File: src/rtl/hsl2rgb_pkg.sv
// Package: payload types and constants for the HSL to RGB converter.
`default_nettype none

package hsl2rgb_pkg;

    localparam int HUE_W   = 11;
    localparam int Q12_W   = 13;
    localparam int CH_W    = 8;
    localparam int PQ_W    = 25;
    localparam int FAC_W   = 9;
    localparam int PROD_W  = PQ_W + FAC_W - 1;
    localparam int RAMP_W  = 33;
    localparam int SCALE_W = RAMP_W + 8;

    localparam logic [HUE_W-1:0]   TURN     = 11'd1536;
    localparam logic [HUE_W-1:0]   THIRD    = 11'd512;
    localparam logic [HUE_W-1:0]   SIXTH    = 11'd256;
    localparam logic [Q12_W-1:0]   ONE_Q12  = 13'd4096;
    localparam logic [Q12_W-1:0]   HALF_Q12 = 13'd2048;
    localparam logic [CH_W-1:0]    CH_MAX   = 8'd255;

    typedef struct packed {
        logic [HUE_W-1:0] hue;
        logic [Q12_W-1:0] saturation;
        logic [Q12_W-1:0] lightness;
    } hsl_t;

    typedef struct packed {
        logic [CH_W-1:0] red;
        logic [CH_W-1:0] green;
        logic [CH_W-1:0] blue;
    } rgb_t;

endpackage

`default_nettype wire

File: src/rtl/hsl_to_rgb_converter_top.sv
// Top level: four-stage pipelined HSL to 8-bit RGB pixel converter.
//
//  channel | valid   | ready   | payload
//  --------+---------+---------+-----------------------------------
//  input   | s_valid | s_ready | s_data  (hue, saturation, lightness)
//  result  | m_valid | m_ready | m_data  (red, green, blue)
//
// One pixel enters per cycle unless the output register is full and not taken.
// Stages: clamp and L*S product, p and slope, slope times ramp factor,
// ramp sum and scale by 255 into the output register.
// All stages advance together whenever the output register is empty or taken.
// Reset clears the stage valid bits only; payload registers keep no reset.
`default_nettype none

module hsl_to_rgb_converter_top (
    input  wire logic               aclk,
    input  wire logic               aresetn,
    input  wire logic               s_valid,
    output logic                    s_ready,
    input  wire hsl2rgb_pkg::hsl_t  s_data,
    output logic                    m_valid,
    input  wire logic               m_ready,
    output hsl2rgb_pkg::rgb_t       m_data
);

    function automatic logic [hsl2rgb_pkg::FAC_W-1:0] ramp_factor(
        input logic [hsl2rgb_pkg::HUE_W-1:0] t
    );
        logic [hsl2rgb_pkg::HUE_W-1:0] fall;
        fall = (hsl2rgb_pkg::SIXTH << 2) - t;
        if (t < hsl2rgb_pkg::SIXTH) begin
            ramp_factor = t[hsl2rgb_pkg::FAC_W-1:0];
        end else if (t < 3 * hsl2rgb_pkg::SIXTH) begin
            ramp_factor = hsl2rgb_pkg::SIXTH[hsl2rgb_pkg::FAC_W-1:0];
        end else if (t < 4 * hsl2rgb_pkg::SIXTH) begin
            ramp_factor = fall[hsl2rgb_pkg::FAC_W-1:0];
        end else begin
            ramp_factor = '0;
        end
    endfunction

    function automatic logic [hsl2rgb_pkg::CH_W-1:0] scale_channel(
        input logic [hsl2rgb_pkg::PQ_W-1:0]   p,
        input logic [hsl2rgb_pkg::PROD_W-1:0] prod
    );
        logic [hsl2rgb_pkg::RAMP_W-1:0]  ramp;
        logic [hsl2rgb_pkg::SCALE_W-1:0] scaled;
        logic [hsl2rgb_pkg::SCALE_W-33:0] top;
        ramp   = {p, 8'b0} + prod;
        scaled = {ramp, 8'b0} - {8'b0, ramp};
        top    = scaled[hsl2rgb_pkg::SCALE_W-1:32];
        if (top > {1'b0, hsl2rgb_pkg::CH_MAX}) begin
            scale_channel = hsl2rgb_pkg::CH_MAX;
        end else begin
            scale_channel = top[hsl2rgb_pkg::CH_W-1:0];
        end
    endfunction

    logic advance;

    // stage 1
    logic                            s1_valid_reg;
    logic [hsl2rgb_pkg::HUE_W-1:0]   s1_tg_reg, s1_tr_reg, s1_tb_reg;
    logic [hsl2rgb_pkg::Q12_W-1:0]   s1_sat_reg, s1_light_reg;
    logic [hsl2rgb_pkg::PQ_W-1:0]    s1_ls_reg;
    logic [hsl2rgb_pkg::HUE_W-1:0]   hue_next, tr_next, tb_next;
    logic [hsl2rgb_pkg::HUE_W:0]     tr_sum, tb_sum;
    logic [hsl2rgb_pkg::Q12_W-1:0]   sat_next, light_next;
    logic [2*hsl2rgb_pkg::Q12_W-1:0] ls_full;

    // stage 2
    logic                            s2_valid_reg;
    logic [hsl2rgb_pkg::PQ_W-1:0]    s2_p_reg, s2_d_reg;
    logic [hsl2rgb_pkg::FAC_W-1:0]   s2_fr_reg, s2_fg_reg, s2_fb_reg;
    logic [hsl2rgb_pkg::PQ_W:0]      l12, s12, ls_ext, p_next, d_next;

    // stage 3
    logic                            s3_valid_reg;
    logic [hsl2rgb_pkg::PQ_W-1:0]    s3_p_reg;
    logic [hsl2rgb_pkg::PROD_W-1:0]  s3_pr_reg, s3_pg_reg, s3_pb_reg;
    logic [hsl2rgb_pkg::PQ_W+hsl2rgb_pkg::FAC_W-1:0] pr_full, pg_full, pb_full;

    // stage 4 / output
    logic                            out_valid_reg;
    hsl2rgb_pkg::rgb_t               out_data_reg;

    assign advance = !out_valid_reg || m_ready;
    assign s_ready = advance;
    assign m_valid = out_valid_reg;
    assign m_data  = out_data_reg;

    always_comb begin
        hue_next = (s_data.hue >= hsl2rgb_pkg::TURN) ?
                   s_data.hue - hsl2rgb_pkg::TURN : s_data.hue;
        tr_sum   = {1'b0, hue_next} + {1'b0, hsl2rgb_pkg::THIRD};
        tb_sum   = {1'b0, hue_next} + {1'b0, hsl2rgb_pkg::TURN - hsl2rgb_pkg::THIRD};
        tr_next  = (tr_sum >= {1'b0, hsl2rgb_pkg::TURN}) ?
                   hsl2rgb_pkg::HUE_W'(tr_sum - {1'b0, hsl2rgb_pkg::TURN}) :
                   tr_sum[hsl2rgb_pkg::HUE_W-1:0];
        tb_next  = (tb_sum >= {1'b0, hsl2rgb_pkg::TURN}) ?
                   hsl2rgb_pkg::HUE_W'(tb_sum - {1'b0, hsl2rgb_pkg::TURN}) :
                   tb_sum[hsl2rgb_pkg::HUE_W-1:0];
        sat_next   = (s_data.saturation > hsl2rgb_pkg::ONE_Q12) ?
                     hsl2rgb_pkg::ONE_Q12 : s_data.saturation;
        light_next = (s_data.lightness > hsl2rgb_pkg::ONE_Q12) ?
                     hsl2rgb_pkg::ONE_Q12 : s_data.lightness;
        ls_full    = sat_next * light_next;
    end

    always_comb begin
        l12    = {1'b0, s1_light_reg, 12'b0};
        s12    = {1'b0, s1_sat_reg, 12'b0};
        ls_ext = {1'b0, s1_ls_reg};
        if (s1_light_reg < hsl2rgb_pkg::HALF_Q12) begin
            p_next = l12 - ls_ext;
            d_next = {ls_ext[hsl2rgb_pkg::PQ_W-1:0], 1'b0};
        end else begin
            p_next = l12 + ls_ext - s12;
            d_next = (s12 - ls_ext) << 1;
        end
    end

    always_comb begin
        pr_full = s2_d_reg * s2_fr_reg;
        pg_full = s2_d_reg * s2_fg_reg;
        pb_full = s2_d_reg * s2_fb_reg;
    end

    always_ff @(posedge aclk) begin
        if (!aresetn) begin
            s1_valid_reg  <= 1'b0;
            s2_valid_reg  <= 1'b0;
            s3_valid_reg  <= 1'b0;
            out_valid_reg <= 1'b0;
        end else if (advance) begin
            s1_valid_reg  <= s_valid;
            s2_valid_reg  <= s1_valid_reg;
            s3_valid_reg  <= s2_valid_reg;
            out_valid_reg <= s3_valid_reg;
        end
    end

    always_ff @(posedge aclk) begin
        if (advance) begin
            s1_tg_reg    <= hue_next;
            s1_tr_reg    <= tr_next;
            s1_tb_reg    <= tb_next;
            s1_sat_reg   <= sat_next;
            s1_light_reg <= light_next;
            s1_ls_reg    <= ls_full[hsl2rgb_pkg::PQ_W-1:0];

            s2_p_reg  <= p_next[hsl2rgb_pkg::PQ_W-1:0];
            s2_d_reg  <= d_next[hsl2rgb_pkg::PQ_W-1:0];
            s2_fr_reg <= ramp_factor(s1_tr_reg);
            s2_fg_reg <= ramp_factor(s1_tg_reg);
            s2_fb_reg <= ramp_factor(s1_tb_reg);

            s3_p_reg  <= s2_p_reg;
            s3_pr_reg <= pr_full[hsl2rgb_pkg::PROD_W-1:0];
            s3_pg_reg <= pg_full[hsl2rgb_pkg::PROD_W-1:0];
            s3_pb_reg <= pb_full[hsl2rgb_pkg::PROD_W-1:0];

            out_data_reg.red   <= scale_channel(s3_p_reg, s3_pr_reg);
            out_data_reg.green <= scale_channel(s3_p_reg, s3_pg_reg);
            out_data_reg.blue  <= scale_channel(s3_p_reg, s3_pb_reg);
        end
    end

endmodule

`default_nettype wire

File: config.mk
export PLATFORM = sky130hd
export DESIGN_NAME = hsl_to_rgb_converter_top
export DESIGN_NICKNAME = d
export VERILOG_FILES = /design/src/rtl/hsl2rgb_pkg.sv /design/src/rtl/hsl_to_rgb_converter_top.sv
export SDC_FILE = /design/constraint.sdc
export NUM_CORES = 2
export LEC_CHECK = 0
export BUFFER_PORTS_ARGS = -buffer_cell sky130_fd_sc_hd__buf_2
export CAP_MARGIN = 20
export CORE_UTILIZATION = 45
export CTS_CLUSTER_SIZE = 24
export DETAILED_ROUTE_END_ITERATION = 6
export GPL_TIMING_DRIVEN = 0
export HOLD_SLACK_MARGIN = 0.12
export SLEW_MARGIN = 40
export SYNTH_ARGS = -nofsm -noshare
export SYNTH_HDL_FRONTEND = slang
export SYNTH_SLANG_ARGS = --single-unit
export TNS_END_PERCENT = 5
File: constraint.sdc
create_clock -name aclk -period 10.5 [get_ports aclk]
set_clock_uncertainty 0.1 [all_clocks]
set_input_delay 1.575 -clock aclk [delete_from_list [all_inputs] [get_ports aclk]]
set_output_delay 1.575 -clock aclk [all_outputs]
set_load 0.01 [all_outputs]
======== After elaboration in Yosys (flattened, before gate mapping) ========
Index checks and enable logic that the tools add are counted.
cells by class
  add/sub/neg operators ................... 18
  multipliers ............................. 4
  order comparisons ....................... 18
  mux-type cells .......................... 16
  reductions and logical operators ........ 2
operators with widths
  operator                                                count
  subtractor 41 x 33 -> 41 bit                            3
  adder 33 bit                                            3
  multiplier 25 x 9 -> 33 bit                             3
  2-to-1 mux 9 bit                                        9
  2-to-1 mux 25 bit                                       2
  subtractor 25 bit                                       2
  < comparator 11 x 10 -> 1 bit (second input constant)   3
  < comparator 11 bit (second input constant)             3
  < comparator 11 x 9 -> 1 bit (second input constant)    3
  2-to-1 mux 11 bit                                       3
  subtractor 11 bit (second input constant)               3
  > comparator 9 x 8 -> 1 bit (second input constant)     3
  subtractor 1 x 9 -> 9 bit (first input constant)        3
  > comparator 13 bit (second input constant)             2
  2-to-1 mux 13 bit                                       2
  adder 25 bit                                            1
  multiplier 13 x 13 -> 25 bit                            1
  >= comparator 12 x 11 -> 1 bit (second input constant)  2
  subtractor 24 bit                                       1
  < comparator 13 x 12 -> 1 bit (second input constant)   1
  adder 11 x 10 -> 12 bit (second input constant)         1
  adder 11 x 11 -> 12 bit (second input constant)         1
  >= comparator 11 bit (second input constant)            1
  zero test 1 bit                                         1
  logical OR 1 bit                                        1
storage, ports and cells
  flip-flop bits (word level) ............. 313
  bits of input ports ..................... 41
  output and inout bits ................... 26
  logic and storage cells ................. 80

======== Logic depth before layout (Yosys ltp) ========
  depth after elaboration ................. 5
  mapped depth ............................ 26
  gate-level depth less buffers ........... 26

======== Worst setup path after synthesis ========
No wires, ideal clock.
  path type ............................... input port to output port
  start ................................... input port m_ready
  end ..................................... output port s_ready
  arrival time ............................ 9.623 ns
  data required time ...................... 8.825 ns
  path slack .............................. -0.798 ns
  stages on the path ...................... 2
  path buffers ............................ 1
  cell sequence ........................... nand2b_1 -> clkbuf_1
between the ends
  longest elaborated chain between the ends .. 1
RTL lines
  what              line                            source
  from (decl)       hsl_to_rgb_converter_top.sv:22  input wire logic m_ready,
  logical OR 1 bit  hsl_to_rgb_converter_top.sv:87  assign advance = !out_valid_reg || m_ready;
  to (decl)         hsl_to_rgb_converter_top.sv:19  output logic s_ready,
Every way passes these cells.

======== Final worst setup path ========
  start ................................... input port s_data[25] in the netlist's numbering
  end ..................................... register s1_ls_reg[24] in the netlist's numbering (data pin)
between the ends
  longest elaborated chain between the ends .. 3
RTL lines
  what                          line                             source
  from (decl)                   hsl_to_rgb_converter_top.sv:20   input wire hsl2rgb_pkg::hsl_t s_data,
  > comparator 13 bit           hsl_to_rgb_converter_top.sv:103  sat_next = (s_data.saturation > hsl2rgb_pkg::ONE_Q12) ?
  2-to-1 mux 13 bit             hsl_to_rgb_converter_top.sv:103
  net sat_next (one bit)        hsl_to_rgb_converter_top.sv:68   logic [hsl2rgb_pkg::Q12_W-1:0] sat_next, light_next;
  multiplier 13 x 13 -> 25 bit  hsl_to_rgb_converter_top.sv:107  ls_full = sat_next * light_next;
  net ls_full (one bit)         hsl_to_rgb_converter_top.sv:69   logic [2*hsl2rgb_pkg::Q12_W-1:0] ls_full;
  to (signal assigned)          hsl_to_rgb_converter_top.sv:150  s1_ls_reg <= ls_full[hsl2rgb_pkg::PQ_W-1:0];
  to (decl)                     hsl_to_rgb_converter_top.sv:65   logic [hsl2rgb_pkg::PQ_W-1:0] s1_ls_reg;
The timed path passes the listed nets, and every way through them passes these cells.
A chain may end at the register's enable or synchronous reset.

==> impl_metrics.tcl <==
set metrics [dict create \
    synth_area_leaders "fa_1 (28%), edfxtp_1 (20%), ha_1 (13%)" \
    gr-total-overflow 0 \
    grt_max_degree 74 \
    ys_ff_latch 290 \
    synth.top_cells.by_count "inv_1 (806), nand2_1 (607), fa_1 (597), ha_1 (427), edfxtp_1 (286)" \
    post_cts_resized 0 \
    cts_tree "done" \
    syn_area_mm2 0.0427 \
    cp.required_ps 10720 \
    insertion_delay_ps 610 \
    synth.distinct_cells 97 \
    grtUsageMet2 0.415 \
    vias 31700 \
    first_pass_iters 6 \
    yosys.area.top_type "fa_1" \
    fp.dieW_um 310 \
    synth-seq-area-share 0.203 \
    synth_edf_count 286 \
    crit_type "in -> reg" \
    antenna_found_initial 6 \
    via_per_inst 5.33 \
    syn-num-nets 5620 \
    rsz0062_at_grt "no" \
    grt_pass1_vias 32100 \
    root_buffer "clkbuf_16" \
    finalCritPeriodShare 0.798 \
    async_flop_share 0 \
    nets 5729 \
    ys.flop_type "edfxtp_1" \
    die_area_mm2 0.0960 \
    syn_to_final_growth_pct 7.72 \
    timing.slew.headroom 0.455 \
    core_area_mm2 0.0936 \
    cp_max_fo 10 \
    max_freq_mhz 119 \
    cts_hold_buffers 0 \
    netlist.area_leader.share 0.280 \
    period_needed_ps 8370 \
    grt_usage 0.254 \
    drt-total-wl_um 117000 \
    nFillCells 9089 \
    io_buffers 65 \
    wire_per_inst_um 19.7 \
    hp-class "reg -> reg" \
    status "completed" \
    initial_utilization 0.456 \
    dp_hpwl_um 98700 \
    multi_input_area_mm2 0.0304 \
    startpoint_type "input port" \
    slew_viol_final 0 \
    cp-end-kind "flop" \
    drive_gt1_frac 0.0413 \
    cts.reportedPaths.clkPinSlew_ps 60 \
    antenna_left 0 \
    num_rows 112 \
    synth.avg_cell_area_um2 9.36 \
    worst_slew_pin_slew_ps 814 \
    synth.most_common_cell "inv_1" \
    syn_inst 4555 \
    grt_pass1_wl_um 184000 \
    cap_violations 0 \
    ios 67 \
    busiest_layer "met2" \
    ys.warnings.count 0 \
    fp.dieH_um 310 \
    drt_iter0_drc 2105 \
    use_met1 0.339 \
    cts.sinks 290 \
    gp_routability_congestion 0.939 \
    arrival_ps 8600 \
    setup_violations 0 \
    cts_setup_buffers 0 \
    regArea_mm2 0.00867 \
    hold_viol_final 0 \
    clk_path_buf_depth 3 \
    cts_buffers 38 \
    htree_levels 2 \
    use_met3 0.0512 \
    setup_tns_ps 0 \
    post-route-drc-count 0 \
]
-- per-layer routing --
layer	wire length, um	vias up
li1	-	14800
met1	50500	15800
met2	54100	870
met3	8710	189
met4	3710	4
met5	27	-
-- metrics by stage --
stage | hold slack, ps | setup slack (ps) | utilization | instance area (um^2) | cells
final | 301 | 2130 | 0.491 | 45900 | 5948
after global routing | 321 | 1600 | 0.491 | 45900 | 5947
after CTS | 306 | 2180 | 0.491 | 45900 | 5947
after detailed placement | 305 | 1580 | 0.478 | 44700 | 5878
after global placement | 301 | 1100 | 0.476 | 44500 | 5874
after floorplan | 300 | 3140 | - | 42700 | 4555
-- worst max-delay path: stages --
cell and delay [ps]:
clkbuf_1 440, clkinv_1 390, clkbuf_1 350, nand2_1 310
clkinv_1 470, nand2_1 240, fa_1 450, fa_1 510
inv_1 60, fa_1 480, fa_1 490, inv_1 50
fa_1 470, inv_1 40, ha_1 330, and2_1 160
o21ai_0 350, a31oi_1 320, a2111oi_0 480, o21a_1 190
o21bai_1 70, a21oi_1 230, xnor2_1 110
-- final timing paths --
kind / from / to / slack [ps] / cells past startpoint
worst max register to register: s2_d_reg[9] / s3_pr_reg[29] / 2790 / 18
worst max-delay path: s_data[25] / s1_ls_reg[24] / 2130 / 23
worst min register to register: s2_p_reg[20] / s3_p_reg[20] / 300 / 0
worst min-delay path: s2_p_reg[20] / s3_p_reg[20] / 300 / 0
-- cell type report --
type / instances / share of cell area
clock inverters: 25 / 0.00539
well taps: 1254 / 0.0341
inverters: 820 / 0.0670
repair buffers: 69 / 0.00948
multi-input cells: 3290 / 0.661
diodes: 1 / 0.0000545
flip-flops and latches: 290 / 0.189
plain buffers: 155 / 0.0129
clock buffers: 44 / 0.0212
-- cells by family after synthesis --
family                     share of synthesized area
muxes                                        0.00144
DFF                                            0.203
adders and majority gates                      0.405
buffers and inverters                         0.0858
and+or+nand+nor                                0.155
xor gates and xnor gates                      0.0510
AOI/OAI and AO/OA                             0.0984
-- cell usage in the layout (no fill, tap or decap), types with 8 or more instances in the layout --
| master | n |
|---|---|
| clkinv_2 | 8 |
| or3_1 | 16 |
| nand2_1 | 607 |
| o21bai_1 | 40 |
| o21a_1 | 35 |
| and3_1 | 13 |
| nor3_1 | 34 |
| a22oi_1 | 19 |
| inv_1 | 806 |
| nor2_1 | 228 |
| nand2b_1 | 45 |
| a31oi_1 | 19 |
| ha_1 | 427 |
| clkinv_1 | 17 |
| nor4_1 | 15 |
| a21o_1 | 80 |
| edfxtp_1 | 286 |
| buf_2 | 65 |
| clkbuf_16 | 38 |
| xor2_1 | 72 |
| or2_2 | 13 |
| a21oi_1 | 178 |
| nand4_1 | 25 |
| o21ai_0 | 107 |
| nor2b_1 | 41 |
| clkbuf_1 | 154 |
| a211oi_1 | 22 |
| xnor2_1 | 164 |
| a31o_2 | 8 |
| fa_1 | 597 |
| and2_1 | 276 |
| o21ai_1 | 16 |
| nand3_1 | 44 |
| o31ai_1 | 8 |
Power is not shown: default switching activity piles up to over one toggle a cycle in this logic, so the estimate is an artifact.
